$ cat src/sv/dpb_pkg.sv
package dpb_pkg;

  // Largest value the 13-bit frame width register can hold.
  localparam int FRAME_WIDTH_CAP = 8191;

  localparam int MAX_FRAME_WIDTH_DEF = 4096;
  localparam int QUEUE_DEPTH_DEF     = 4;

  localparam int ROW_W   = 12;
  localparam int COORD_W = 20;

  localparam logic [12:0] FRAME_WIDTH_RST       = 13'd640;
  localparam logic [3:0]  GRID_STEP_RST         = 4'd3;
  localparam logic [31:0] DEPTH_RANGE_RST       = 32'h012C_1770;
  localparam logic [47:0] FOCAL_RECIPROCALS_RST = 48'h006D3A_006D3A;
  localparam logic [31:0] PRINCIPAL_POINT_RST   = 32'h1400_0F00;
  localparam logic [63:0] POSE_ROW_X_RST        = 64'h4000_0000_0000_0000;
  localparam logic [63:0] POSE_ROW_Y_RST        = 64'h0000_4000_0000_0000;
  localparam logic [63:0] POSE_ROW_Z_RST        = 64'h0000_0000_4000_0000;

  typedef enum logic [2:0] {
    REG_FRAME_WIDTH       = 3'd0,
    REG_GRID_STEP         = 3'd1,
    REG_DEPTH_RANGE       = 3'd2,
    REG_FOCAL_RECIPROCALS = 3'd3,
    REG_PRINCIPAL_POINT   = 3'd4,
    REG_POSE_ROW_X        = 3'd5,
    REG_POSE_ROW_Y        = 3'd6,
    REG_POSE_ROW_Z        = 3'd7
  } dpb_reg_e;

  typedef struct packed {
    logic [12:0] frame_width;
    logic [3:0]  grid_step;
    logic [15:0] depth_min;
    logic [15:0] depth_max;
    logic [15:0] cx;
    logic [15:0] cy;
  } dpb_front_cfg_t;

  typedef struct packed {
    logic [23:0]      rfx;
    logic [23:0]      rfy;
    logic [2:0][63:0] pose;
  } dpb_back_cfg_t;

  // Column counter width for a given frame width limit.
  function automatic int dpb_col_w(int max_w);
    return $clog2((max_w < FRAME_WIDTH_CAP) ? max_w : FRAME_WIDTH_CAP);
  endfunction

  // Width of the signed Q.4 offset from the principal point.
  function automatic int dpb_du_w(int col_w);
    return (((col_w + 4) > 16) ? (col_w + 4) : 16) + 1;
  endfunction

endpackage

$ cat src/sv/dpb_front.sv
module dpb_front
  import dpb_pkg::*;
#(
  parameter int MAX_FRAME_WIDTH = MAX_FRAME_WIDTH_DEF,
  parameter int COL_W           = dpb_col_w(MAX_FRAME_WIDTH),
  parameter int DU_W            = dpb_du_w(COL_W)
) (
  input  logic                  clk_i,
  input  logic                  rst_ni,
  input  dpb_front_cfg_t        cfg_i,
  input  logic                  in_valid_i,
  output logic                  in_ready_o,
  input  logic                  frame_start_i,
  input  logic [15:0]           depth_i,
  input  logic [23:0]           rgb_i,
  input  logic                  queue_full_i,
  output logic                  push_o,
  output logic [2*DU_W+39:0]    push_data_o
);

  localparam int EFF_MAX = (MAX_FRAME_WIDTH < FRAME_WIDTH_CAP) ? MAX_FRAME_WIDTH
                                                             : FRAME_WIDTH_CAP;

  logic [COL_W-1:0] col_q, col_d, col_cur;
  logic [ROW_W-1:0] row_q, row_d, row_cur;
  logic [3:0]       cp_q, cp_d, cp_cur;
  logic [3:0]       rp_q, rp_d, rp_cur;
  logic [13:0]      width_eff;
  logic [4:0]       stride_eff;
  logic             accept, keep;
  logic signed [DU_W-1:0] du, dv;

  assign in_ready_o = !queue_full_i;
  assign accept     = in_valid_i && in_ready_o;

  always_comb begin
    if (cfg_i.frame_width == 13'd0) begin
      width_eff = 14'd1;
    end else if (32'(cfg_i.frame_width) > EFF_MAX) begin
      width_eff = 14'(EFF_MAX);
    end else begin
      width_eff = {1'b0, cfg_i.frame_width};
    end
    stride_eff = (cfg_i.grid_step == 4'd0) ? 5'd1 : {1'b0, cfg_i.grid_step};
  end

  // A frame start puts this pixel at the origin before it is used.
  assign col_cur = frame_start_i ? '0 : col_q;
  assign row_cur = frame_start_i ? '0 : row_q;
  assign cp_cur  = frame_start_i ? '0 : cp_q;
  assign rp_cur  = frame_start_i ? '0 : rp_q;

  assign keep = (cp_cur == 4'd0) && (rp_cur == 4'd0) && (depth_i != 16'd0) &&
                (depth_i >= cfg_i.depth_min) && (depth_i <= cfg_i.depth_max);

  always_comb begin
    if (14'(col_cur) + 14'd1 >= width_eff) begin
      col_d = '0;
      cp_d  = '0;
      row_d = row_cur + 1'b1;
      rp_d  = ({1'b0, rp_cur} + 5'd1 >= stride_eff) ? 4'd0 : rp_cur + 4'd1;
    end else begin
      col_d = col_cur + 1'b1;
      cp_d  = ({1'b0, cp_cur} + 5'd1 >= stride_eff) ? 4'd0 : cp_cur + 4'd1;
      row_d = row_cur;
      rp_d  = rp_cur;
    end
  end

  assign du = DU_W'({col_cur, 4'b0000}) - DU_W'(cfg_i.cx);
  assign dv = DU_W'({row_cur, 4'b0000}) - DU_W'(cfg_i.cy);

  assign push_o      = accept && keep;
  assign push_data_o = {du, dv, depth_i, rgb_i};

  always_ff @(posedge clk_i or negedge rst_ni) begin
    if (!rst_ni) begin
      col_q <= '0;
      row_q <= '0;
      cp_q  <= '0;
      rp_q  <= '0;
    end else if (accept) begin
      col_q <= col_d;
      row_q <= row_d;
      cp_q  <= cp_d;
      rp_q  <= rp_d;
    end
  end

endmodule

$ cat config.mk
export PLATFORM = sky130hd
export DESIGN_NAME = dpb_front
export DESIGN_NICKNAME = d
export VERILOG_FILES = /design/src/sv/dpb_pkg.sv /design/src/sv/dpb_front.sv
export SDC_FILE = /design/constraint.sdc
export NUM_CORES = 1
export LEC_CHECK = 0
export ABC_AREA = 1
export BUFFER_PORTS_ARGS = -buffer_cell sky130_fd_sc_hd__buf_2
export CORE_UTILIZATION = 35
export CTS_CLUSTER_SIZE = 8
export DETAILED_ROUTE_END_ITERATION = 8
export PLACE_DENSITY = 0.65
export REMOVE_ABC_BUFFERS = 1
export SLEW_MARGIN = 10
export SYNTH_ARGS = -nofsm -noshare
export SYNTH_HDL_FRONTEND = slang
export SYNTH_SLANG_ARGS = --single-unit
$ cat constraint.sdc
create_clock -name clk_i -period 2.4 [get_ports clk_i]
set_input_delay 0.24 -clock clk_i [delete_from_list [all_inputs] [get_ports clk_i]]
set_output_delay 0.24 -clock clk_i [all_outputs]
set_load 0.02 [all_outputs]
==> summary.md <==
| Metric | Value |
|---|---|
| Vias per cell | 4.72 |
| Fin worst setup slack | -348 ps |
| Critical Path Source | col_q[0] |
| Yosys warns | 0 |
| Avg WL per Cell | 12.4 um |
| Synth Register Bits | 32 |
| Post-synth EDFFs | 0 |
| Vias | 5,942 |
| Max-cap violations | 0 |
| First-pass GRT wire length | 24.2 mm |
| Placeable core area | approximately 15,000 um2 |
| Critical path endpoint category | flop |
| Final HPWL DP | roughly 12 mm |
| Drt initial violations | 218 |
| GRT Util Overall | a little under a fifth |
| Most used DFF post-synth | dfrtp_1 |
| Overflow left after global routing | 0 |
| Syn Std Cell Area | roughly 5500 um2 |
| Post-synth ARST share | 100% |
| Antenna Cells | 0 |
| Internal power | roughly 1.5 mW |
| WP data required | 2570 ps |
| Sequential share of power | 24.7% |
| Die area | roughly 16,000 um2 |
| Leakage | 4.33 nW |
| Clock power frac | between 30% and 40% |
| RR Endpoint | row_q[4] |
| Switching share of total power | a little over a third |
| Endpoints failing setup | 35 |
| WP data arrival | 2910 ps |
| Largest net degree at the start of global routing | 33 |
| Worst slew margin relative to its limit | between 40 and 50% |
| Hold_ws | 41.7 ps |
| Failing checks | negative setup slack |
| Clk root buf | clkbuf_16 |
| RR Startpoint | col_q[0] |
| Outcome | finished with violations |
| Area of the multi-input gates | 4160 um2 |
| Final Slew Violations | 0 |
| Yosys cell types | 38 |
| Yosys top cell area share | 19.4% |
| Sequential cell area | between 800 and 900 um2 |
| Fin crit period | about 2700 ps |
| Final period utilization | 114% |
| GPL Wtd Cong | 0.845 |
| R2R setup slack | -350 ps |
| DRC viols | 0 |
| Clock Latency Late Sink | 280 ps |
| Cell Rows | 45 |
| Layout cells sized above 1 | 36.7% |
| CTS tree | built |
| Post-Syn Instances | between 800 and 900 |
| Detail Route Antenna Nets | 0 |
| Post-CTS Hold Buffers | 0 |
| Final hold viol count | 0 |
| Area delta synth->final | 38.9% |
| Worst Hold Class | in -> async |
| Synth cell count leaders | nand2_1 (188), inv_1 (165), ha_1 (85) |
| Routed Wire Length | 15.7 mm |
| Worst setup path class | reg -> reg |
| Syn_area_per_cell | 6.45 um2 |
| CTS Sinks | 32 |
| I/O Pins | 202 |
| Total power | between 2 and 2.5 mW |
| Worst Reg2Reg Path Length in Cells | 21 |
| Startpoint Class | flop |
| Filler Cell Count | between 1,500 and 2,000 |
| Longest Clk Path Bufs | 2 |
| Final std cells w/o fill | between 1,000 and 1,500 |
| Yosys top cell by area | ha_1 |
| Detailed Routing Iterations Pass 1 | 4 |
| Most common cell in the netlist | nand2_1 |
| Peak VDD IR | approximately 0.00023 V |
| Die span in y | 127 um |
| Power density cells | about 320 nW/um2 |
| Fmax | 0.364 GHz |
| Worst Path Max Fanout | 5 |
| Initial Util | 35.9% |
| Net switching power | 0.874 mW |
| CTS H-Tree Depth | 2 |
| Vias in the first global route | 5,415 |
| Reg clk slew, reported paths | 50 ps |
| RSZ-0062 raised after global routing | true |
| Final #Nets | 1,259 |
| Synth area leaders | ha_1 (19%), dfrtp_1 (15%), nand2_1 (13%) |
| Number of instances in the placed design | 1,229 |
| Worst-margin pin slew | around 770 ps |
| Inserted Clock Buffers | 5 |
| Sequential area share after synthesis | 14.6% |
| PortBufs | roughly 150 |
| Initial antenna violation count | 0 |
| Die width | ~130 um |
| Combinational Power Share | 44.8% |
| Final Skew | 4.22 ps |
## state kept, by name (all words and copies together) (netlist names)
signal,cells
cp_q,4
row_q,12
col_q,12
rp_q,4
## worst max-delay path by stage
stage / slack, ps / to / cells past startpoint
after floorplan: -520 / col_q[0] / 20
after global placement: -340 / row_q[2] / 21
after detailed placement: -490 / row_q[5] / 21
after CTS: -310 / col_q[0] / 20
after global routing: -510 / row_q[3] / 21
final: -350 / row_q[4] / 21
## metrics by stage
| stage | cell area, um2 | setup WS [ps] | util [%] | setup TNS (ps) |
|---|---|---|---|---|
| finish | 7600 | -348 | 49.8 | -8640 |
| global route | 7600 | -510 | 49.8 | -14430 |
| CTS | 7070 | -309 | 46.3 | -8910 |
| detailed placement | 6650 | -486 | 43.6 | -13190 |
| global placement | 6650 | -338 | 43.6 | -9190 |
| floorplan | 5070 | -521 | - | -12600 |
## area by class of cell
| type | count | area share, % |
|---|---|---|
| multi-input cells | 592 | 54.7 |
| flip-flops and latches | 32 | 10.6 |
| clock buffers | 6 | 1.70 |
| well taps | 211 | 3.47 |
| clock inverters | 2 | 0.461 |
| repair buffers | 246 | 20.6 |
| inverters | 171 | 8.51 |
## timing repair
| action | in CTS | in global routing |
|---|---|---|
| pin swaps | 10 | 39 |
| setup endpoints to repair | 43 | 48 |
| gates resized for setup | 43 | 110 |
| setup buffers | 8 | 13 |
| gates cloned | 1 | 1 |
## power groups by stage
stage	sequential [mW]	combinational, mW	clock [mW]
after CTS	0.590	0.976	0.742
after floorplan	0.594	0.513	0
after global routing	0.596	1.19	0.755
final	0.591	1.07	0.731
after global placement	0.599	0.905	0
after detailed placement	0.599	0.916	0
## routing by layer
metal / vias up / track usage, % / wire, um
met2: 164 / 31.4 / 7550
li1: 3073 / - / -
met3: 19 / 3.56 / 746
met5: - / 0 / 0
met1: 2686 / 23.7 / 7230
met4: 0 / 3.01 / 146
## worst max-delay path, stage by stage, from the launching register on
cell,delay (ps)
dfrtp_1,350
inv_2,60
nor2_4,140
ha_4,160
nand3_4,80
nor2_4,100
nand4_1,110
inv_1,110
nand2_2,80
nand2_2,90
inv_2,50
ha_4,250
nand2_2,50
nor2_2,110
nand2_1,90
nor2_2,150
nor2_4,60
nand3_4,140
buf_6,160
nand2_8,60
o21bai_1,140
nand2_1,70
## cell usage in the layout, fill, tap and decap left out, drive strengths merged
master,Yosys,layout
nor3,7,7
o21a,1,1
a21o,5,5
a31o,1,1
nor2,76,76
o21ai,37,37
clkinv,1,2
nand3,59,59
nand4,24,24
bufinv,0,1
a31oi,4,4
clkbuf,4,7
a211oi,1,1
xor2,29,29
nor4,8,8
and2,2,2
dfrtp,32,32
nand2,194,195
ha,85,85
a21boi,2,2
a21oi,41,41
buf,51,245
o21bai,6,6
inv,170,170
xnor2,9,9
## logic make-up (layout without fill, tap and decap cells)
family / after synthesis / after routing / share of synthesized area (%)
compound gates: 98 / 98 / 9.81
xor+xnor: 38 / 38 / 6.08
fa+ha+maj: 85 / 85 / 19.4
buf+inv: 226 / 425 / 19.1
flops: 32 / 32 / 14.6
simple gates: 370 / 371 / 30.9
Note: power is estimated with default switching activity, not from simulation.
