<file path="src/sv/dpb_pkg.sv">
package dpb_pkg;

  // Largest value the 13-bit frame width register can hold.
  localparam int FRAME_WIDTH_CAP = 8191;

  localparam int MAX_FRAME_WIDTH_DEF = 4096;
  localparam int QUEUE_DEPTH_DEF     = 4;

  localparam int ROW_W   = 12;
  localparam int COORD_W = 20;

  localparam logic [12:0] FRAME_WIDTH_RST       = 13'd640;
  localparam logic [3:0]  GRID_STEP_RST         = 4'd3;
  localparam logic [31:0] DEPTH_RANGE_RST       = 32'h012C_1770;
  localparam logic [47:0] FOCAL_RECIPROCALS_RST = 48'h006D3A_006D3A;
  localparam logic [31:0] PRINCIPAL_POINT_RST   = 32'h1400_0F00;
  localparam logic [63:0] POSE_ROW_X_RST        = 64'h4000_0000_0000_0000;
  localparam logic [63:0] POSE_ROW_Y_RST        = 64'h0000_4000_0000_0000;
  localparam logic [63:0] POSE_ROW_Z_RST        = 64'h0000_0000_4000_0000;

  typedef enum logic [2:0] {
    REG_FRAME_WIDTH       = 3'd0,
    REG_GRID_STEP         = 3'd1,
    REG_DEPTH_RANGE       = 3'd2,
    REG_FOCAL_RECIPROCALS = 3'd3,
    REG_PRINCIPAL_POINT   = 3'd4,
    REG_POSE_ROW_X        = 3'd5,
    REG_POSE_ROW_Y        = 3'd6,
    REG_POSE_ROW_Z        = 3'd7
  } dpb_reg_e;

  typedef struct packed {
    logic [12:0] frame_width;
    logic [3:0]  grid_step;
    logic [15:0] depth_min;
    logic [15:0] depth_max;
    logic [15:0] cx;
    logic [15:0] cy;
  } dpb_front_cfg_t;

  typedef struct packed {
    logic [23:0]      rfx;
    logic [23:0]      rfy;
    logic [2:0][63:0] pose;
  } dpb_back_cfg_t;

  // Column counter width for a given frame width limit.
  function automatic int dpb_col_w(int max_w);
    return $clog2((max_w < FRAME_WIDTH_CAP) ? max_w : FRAME_WIDTH_CAP);
  endfunction

  // Width of the signed Q.4 offset from the principal point.
  function automatic int dpb_du_w(int col_w);
    return (((col_w + 4) > 16) ? (col_w + 4) : 16) + 1;
  endfunction

endpackage

</file>
<file path="src/sv/dpb_queue.sv">
module dpb_queue
  import dpb_pkg::*;
#(
  parameter int WIDTH = 8,
  parameter int DEPTH = QUEUE_DEPTH_DEF
) (
  input  logic             clk_i,
  input  logic             rst_ni,
  input  logic             push_i,
  input  logic [WIDTH-1:0] push_data_i,
  output logic             full_o,
  input  logic             pop_i,
  output logic             valid_o,
  output logic [WIDTH-1:0] pop_data_o
);

  localparam int PTR_W = (DEPTH > 1) ? $clog2(DEPTH) : 1;
  localparam int CNT_W = $clog2(DEPTH + 1);

  logic [WIDTH-1:0] mem_q [DEPTH];
  logic [PTR_W-1:0] wr_ptr_q, rd_ptr_q;
  logic [CNT_W-1:0] count_q;
  logic             do_push, do_pop;

  assign full_o     = (count_q == CNT_W'(DEPTH));
  assign valid_o    = (count_q != '0);
  assign pop_data_o = mem_q[rd_ptr_q];
  assign do_push    = push_i && !full_o;
  assign do_pop     = pop_i && valid_o;

  always_ff @(posedge clk_i) begin
    if (do_push) begin
      mem_q[wr_ptr_q] <= push_data_i;
    end
  end

  always_ff @(posedge clk_i or negedge rst_ni) begin
    if (!rst_ni) begin
      wr_ptr_q <= '0;
      rd_ptr_q <= '0;
      count_q  <= '0;
    end else begin
      if (do_push) begin
        wr_ptr_q <= (32'(wr_ptr_q) == DEPTH - 1) ? '0 : wr_ptr_q + 1'b1;
      end
      if (do_pop) begin
        rd_ptr_q <= (32'(rd_ptr_q) == DEPTH - 1) ? '0 : rd_ptr_q + 1'b1;
      end
      if (do_push && !do_pop) begin
        count_q <= count_q + 1'b1;
      end else if (do_pop && !do_push) begin
        count_q <= count_q - 1'b1;
      end
    end
  end

endmodule

</file>
<file path="config.mk">
export PLATFORM = sky130hd
export DESIGN_NAME = dpb_queue
export DESIGN_NICKNAME = d
export VERILOG_FILES = /design/src/sv/dpb_pkg.sv /design/src/sv/dpb_queue.sv
export SDC_FILE = /design/constraint.sdc
export NUM_CORES = 1
export LEC_CHECK = 0
export CORE_MARGIN = 4
export CORE_UTILIZATION = 55
export DETAILED_ROUTE_END_ITERATION = 7
export DONT_BUFFER_PORTS = 1
export GPL_ROUTABILITY_DRIVEN = 0
export HOLD_SLACK_MARGIN = 0.12
export PLACE_DENSITY = 0.79
export RECOVER_POWER = 25
export SYNTH_ARGS = -nofsm -noshare
export SYNTH_HDL_FRONTEND = slang
export SYNTH_SLANG_ARGS = --single-unit
export TNS_END_PERCENT = 30
</file>
<file path="constraint.sdc">
create_clock -name clk_i -period 2.2 [get_ports clk_i]
set_clock_uncertainty 0.1 [all_clocks]
set_input_delay 0.44 -clock clk_i [delete_from_list [all_inputs] [get_ports clk_i]]
set_output_delay 0.44 -clock clk_i [all_outputs]
set_load 0.02 [all_outputs]
</file>
==> results of run 1 <==
## per-layer routing
layer | wire length (um) | GRT usage [%] | vias up
li1 | - | - | 333
met2 | 1384 | 22.77 | 16
met5 | 0 | 0 | -
met4 | 68 | 6.612 | 0
met3 | 109 | 5.576 | 9
met1 | 1015 | 18.29 | 369
## through the flow
stage                      TNS (ns)  worst slack [ns]  cell area [um^2]  std cells
after CTS                         0           0.01573              1814        127
after global routing      -0.004027         -0.004027              1833        127
after detailed placement          0           0.02005              1673        110
final                             0           0.07600              1833        127
after floorplan                   0           0.06349              1632         79
after global placement            0            0.1239              1673        110
## cell type report
| type | count | area, um^2 |
|---|---|---|
| clock buffers | 7 | 45.04 |
| clock inverters | 1 | 5.005 |
| fillers | 198 | 972.2 |
| inverters | 3 | 11.26 |
| multi-input cells | 34 | 481.7 |
| flip-flops and latches | 39 | 1139 |
| well taps | 31 | 38.79 |
| repair buffers | 12 | 112.6 |
## worst max-delay path by stage
stage	slack (ns)	startpoint	end	cells after the start
final	0.08	count_q[0]	count_q[2]	8
after global routing	-0.004	count_q[0]	count_q[2]	8
after CTS	0.02	count_q[1]	count_q[2]	8
after detailed placement	0.02	count_q[1]	count_q[2]	8
after global placement	0.12	count_q[1]	count_q[2]	8
after floorplan	0.06	count_q[0]	count_q[2]	8
## placed cells by master, fill, tap and decap left out, types with 2 or more instances in the layout
master	Yosys	final
and2_2	4	4
buf_4	0	3
clkbuf_1	1	2
clkbuf_4	0	5
dfrtp_1	7	5
dfrtp_2	0	2
dlygate4sd3_1	0	9
edfxtp_1	32	32
ha_1	6	5
inv_1	3	3
mux2_4	4	4
mux4_2	8	8
nor2_1	3	3
xor2_1	2	2
## synth_stat cells
master,number
edfxtp_1,32
mux4_2,8
dfrtp_1,7
ha_1,6
and2_2,4
mux2_4,4
inv_1,3
nor2_1,3
xor2_1,2
buf_2,1
buf_6,1
clkbuf_1,1
fa_1,1
mux2_2,1
nand2_4,1
nor2b_2,1
nor3b_4,1
or3_4,1
xnor2_1,1
## registers in the layout, indices dropped and copies added, names as in the netlist
register	cells
count_q	3
rd_ptr_q	2
mem_q	32
wr_ptr_q	2
## power breakdown
part | leakage [nW] | internal (mW) | switching (mW)
Combinational | 0.260 | 0.433 | 0.429
Clock | 0.0293 | 0.125 | 0.220
Sequential | 0.373 | 1.00 | 0.179
Total | 0.662 | 1.56 | 0.828
## critical path, cell delays in order, from the launching register on
cell     delay [ns]
dfrtp_1        0.45
or3_4          0.42
nand2_4        0.11
ha_4           0.13
inv_1          0.04
fa_1           0.37
xor2_1         0.15
nor2_1         0.13
xor2_1         0.15
## cells by family (layout without fill, tap and decap cells)
group	Yosys count	in the layout	share of synthesized area [%]
DFF	39	39	69.63
xor gates and xnor gates	3	3	1.611
and+or+nand+nor	11	11	5.598
muxes	13	13	15.41
adders and majority gates	7	7	5.828
buffers and inverters	6	23	1.917
## repair_timing
action	CTS	global route
buffers inserted	0	0
endpoints found under the setup margin	8	2
resized for setup	1	4
endpoints found under the hold margin	39	0
pin swaps	0	1
hold buffers	9	0
==> impl_metrics.yaml, run 1 <==
run_status:
  status: "completed"
cells_and_area:
  drive_gt1_share_pct: 34.38
  finish.utilization_pct: 65.34
  nNetsFinal: 114
  antenna_cells: 0
  area_growth_pct: 12.35
clocking:
  numClockSinks: 39
  clk_path_buf_depth: 2
  clk_pin_slew_ns: 0.11
  worstSkewPairLatency_ns: 0.34
  cts_tree: "built"
  cts_buffers: 5
  h-tree-depth: 2
  clockRootBuffer: "clkbuf_4"
global_route:
  grt_pass1_wl_um: 4167
  grt-ovfl-total: 0
  grt_antenna_before_repair: 0
  track_usage_pct: 14.68
  grt_pass1_vias: 779
  grt_max_degree: 12
place:
  hpwl_um: 1757
  numPortBuffers: 0
pwr:
  p_per_area_nw_per_um2: 1302
  peakVddDrop_mv: 0.6465
  p_total_mw: 2.387
  p_leak_nw: 0.6624
timing:
  finalHoldViolations: 0
  fmax_mhz: 470.8
  min_period_over_period_pct: 96.55
  holdWs_ns: 0.2424
  relSlewSlack_pct: 71.69
  tightestPinTransition_ns: 0.4247
  finalMaxSlewViolations: 0
  period_minus_slack_ns: 2.124
  setup_viol: 0
worst_setup_path:
  rr_worst_depth: 8
  worst-setup-path-type: "reg2reg"
  reg2reg_to: "count_q[2]"
  end_kind: "flip-flop"
  timing.rr.start: "count_q[0]"
  cp.required_ns: 2.37
  cp_data_arrival_time_ns: 2.30
  worst-r2r-setup-slack_ns: 0.08
  cp_max_fo: 3
  worstSetupStartpointType: "flip-flop"
floorplan:
  core_area_um2: 2805
  die_h_um: 62.47
  initial_core_util_pct: 58.16
  die_width_um: 62.47
  die_area_um2: 3902
  row_count: 19
  ios: 22
routing:
  via_count: 727
  drt_iter0_markers: 11
  drc: 0
  avgRoutedWirePerCell_um: 20.30
  ant_nets: 0
  drt_first_pass_iters: 3
  avgViaCountPerCell: 5.724
  wl_um: 2578
yosys:
  ys_types: 19
  synth_cells: 79
  synth_seq_cells: 39
  yosysTopAreaCell: "edfxtp_1"
  avgSynthCellArea_um2: 20.65
  yosysWarnings: 0
  syn-cell-area_um2: 1632
  yosys.area.top_type_share_pct: 58.90
  syn_nets: 98
  ys_seq_area_share_pct: 69.63
  yosys-top-cells-area: "edfxtp_1 (59%), mux4_2 (11%), dfrtp_1 (11%)"
worst_hold_path:
  min_to: "rd_ptr_q[0]"
  worstHoldPathType: "in2reg"
  worstHoldStart: "pop_i"
  hold_path_depth: 2
job:
  max_cap_viol_count: 0
(Power assumes the default switching activity.)
==> run 2: changes to the inputs <==
--- a/config.mk
+++ b/config.mk
@@ -5,6 +5,7 @@
 export SDC_FILE = /design/constraint.sdc
 export NUM_CORES = 1
 export LEC_CHECK = 0
+export CORE_ASPECT_RATIO = 0.9
 export CORE_MARGIN = 4
 export CORE_UTILIZATION = 55
 export DETAILED_ROUTE_END_ITERATION = 7
==> constraint.sdc (replaced) <==
create_clock -name clk_i -period 1.7 [get_ports clk_i]
set_clock_uncertainty 0.1 [all_clocks]
set_input_delay 0.34 -clock clk_i [delete_from_list [all_inputs] [get_ports clk_i]]
set_output_delay 0.34 -clock clk_i [all_outputs]
set_load 0.02 [all_outputs]
==> run 2 against run 1 <==
Net effect:
- the flow now finishes with violations (setup timing)
- via count rose by 6.3%
- die area barely moved
- critical path depth fell by 1
- worst hold slack got worse by 0.022 ns
- sequential power rose by 22%
- first-iteration DRC count rose to 3.1 times the previous value
- critical path type unchanged
- flip-flop and latch count did not move
==> impl_metrics.yaml, run 2 (synthesized netlist as in run 1, its figures left out) <==
timing:
  tightestPinTransition_ns: 0.4244
  holdWs_ns: 0.2199
  setup_viol: 12
  period_minus_slack_ns: 1.946
  fmax_mhz: 513.9
  finalHoldViolations: 0
  rsz0062_at_grt: "true"
  fin_ws_ns: -0.2460
  min_period_over_period_pct: 114.5
  relSlewSlack_pct: 71.71
  finalMaxSlewViolations: 0
global_route:
  grtUsageMet2_pct: 27.42
  met3_usage_pct: 6.579
  track_usage_pct: 16.29
  grt_pass1_wl_um: 4388
  grt_max_degree: 13
  met1_usage_pct: 19.69
  gr-max-usage-layer: "met2"
  grt_pass1_vias: 855
  grt_antenna_before_repair: 0
  grt-ovfl-total: 0
floorplan:
  die_area_um2: 3903
  die_h_um: 59.67
  ios: 22
  initial_core_util_pct: 58.42
  die_width_um: 65.41
  row_count: 18
  core_area_um2: 2793
routing:
  drt_first_pass_iters: 4
  avgRoutedWirePerCell_um: 17.45
  ant_nets: 0
  drt_iter0_markers: 34
  wl_um: 2582
  drc: 0
  avgViaCountPerCell: 5.223
  via_count: 773
cells_and_area:
  stdcell_area_um2: 1967
  area_growth_pct: 20.55
  layout_commonest_cell: "edfxtp_1"
  mostFrequentLayoutCells: "edfxtp_1 (32), buf_4 (13), dlygate4sd3_1 (9)"
  antenna_cells: 0
  drive_gt1_share_pct: 42.59
  top_regs: "mem_q x32, count_q x3"
  largest-register: "mem_q"
  nNetsFinal: 126
  fillers: 193
  largest_reg_flops: 32
  finalNonFillerCells: 148
clocking:
  cts_tree: "built"
  cts_buffers: 5
  clk_path_buf_depth: 2
  h-tree-depth: 2
  numClockSinks: 39
  clk_pin_slew_ns: 0.11
  clockRootBuffer: "clkbuf_4"
  worstSkewPairLatency_ns: 0.33
worst_setup_path:
  worst-setup-path-type: "reg2reg"
  cp_num_buf_inv: 2
  cp.required_ns: 1.83
  worstSetupStartpointType: "flip-flop"
  cp_data_arrival_time_ns: 2.07
  crit_chain: "buf_4 -> nor3b_4 -> nor2b_2 -> ha_4 -> inv_2 -> fa_2 -> mux2_4"
  timing.rr.start: "count_q[1]"
  max_stage_delay_ns: 0.43
  reg2reg_to: "count_q[1]"
  worst_path_max_delay_cell: "fa_2"
  cp_max_fo: 2
  worst-r2r-setup-slack_ns: -0.25
  end_kind: "flip-flop"
  crit_family: "adder cells"
  rr_worst_depth: 7
job:
  max_cap_viol_count: 0
run_status:
  status: "finished with violations"
  violations: "setup timing"
worst_hold_path:
  worstHoldStart: "pop_i"
  hold_path_depth: 3
  min_to: "count_q[0]"
  worstHoldPathType: "in2reg"
place:
  hpwl_um: 1805
  dp_cells: 125
  numPortBuffers: 0
  dpl_worst_slack_ns: -0.2884
  dpl_cell_area_um2: 1757
pwr:
  p_leak_nw: 0.7336
  peakVddDrop_mv: 1.050
  p_per_area_nw_per_um2: 1715
run 2: report_power, final:
group	total (mW)	switching, mW	internal, mW
sequential	1.44	0.145	1.29
clock	0.486	0.289	0.197
combinational	1.45	0.681	0.769
total	3.37	1.12	2.26
run 2: cell type report:
cell class / instances / area, um^2 / share of cell area (%)
multi-input combinational: 34 / 488.0 / 24.81
clock inverter: 2 / 11.26 / 0.5725
timing repair buffer: 24 / 219.0 / 11.13
clock buffer: 6 / 51.30 / 2.608
inverter: 3 / 11.26 / 0.5725
sequential: 39 / 1136 / 57.76
tap: 40 / 50.05 / 2.545
run 2: tightest hold or removal path, delay by kind of cell:
family                   cells  cell delay (ns)
adder cells (fa/ha/maj)      1             0.15
AND/OR/NAND/NOR              1             0.05
XOR/XNOR                     1             0.07
run 2: metrics by stage:
stage / util, % / TNS (ns) / power, mW
after floorplan: - / -0.6721 / 2.411
after global placement: 62.90 / -0.4013 / 2.680
after detailed placement: 62.90 / -0.5072 / 2.758
after CTS: 70.43 / -2.300 / 3.393
after global routing: 70.43 / -4.051 / 3.593
final: 70.43 / -2.095 / 3.372
run 2: layer usage:
| metal | vias up | part of all wire, % |
|---|---|---|
| met3 | 4 | 4.8 |
| li1 | 359 | - |
| met4 | 0 | 0.85 |
| met1 | 394 | 41 |
| met5 | - | 0 |
| met2 | 16 | 53 |
run 2: how the worst max path moves through the flow:
stage	startpoint	end	cells after the start
6_report	count_q[1]	count_q[1]	7
3_3_place_gp	count_q[1]	count_q[2]	8
5_1_grt	count_q[2]	count_q[2]	8
2_1_floorplan	count_q[1]	count_q[1]	7
3_5_place_dp	count_q[1]	count_q[2]	8
4_1_cts	count_q[2]	count_q[2]	8
run 2: timing repair:
action                     in CTS  in global routing
gates resized for setup         6                  0
buffers inserted                6                  0
setup endpoints to repair      11                 44
hold endpoints to repair       39                  0
pin swaps                       4                  0
hold buffers                    9                  0
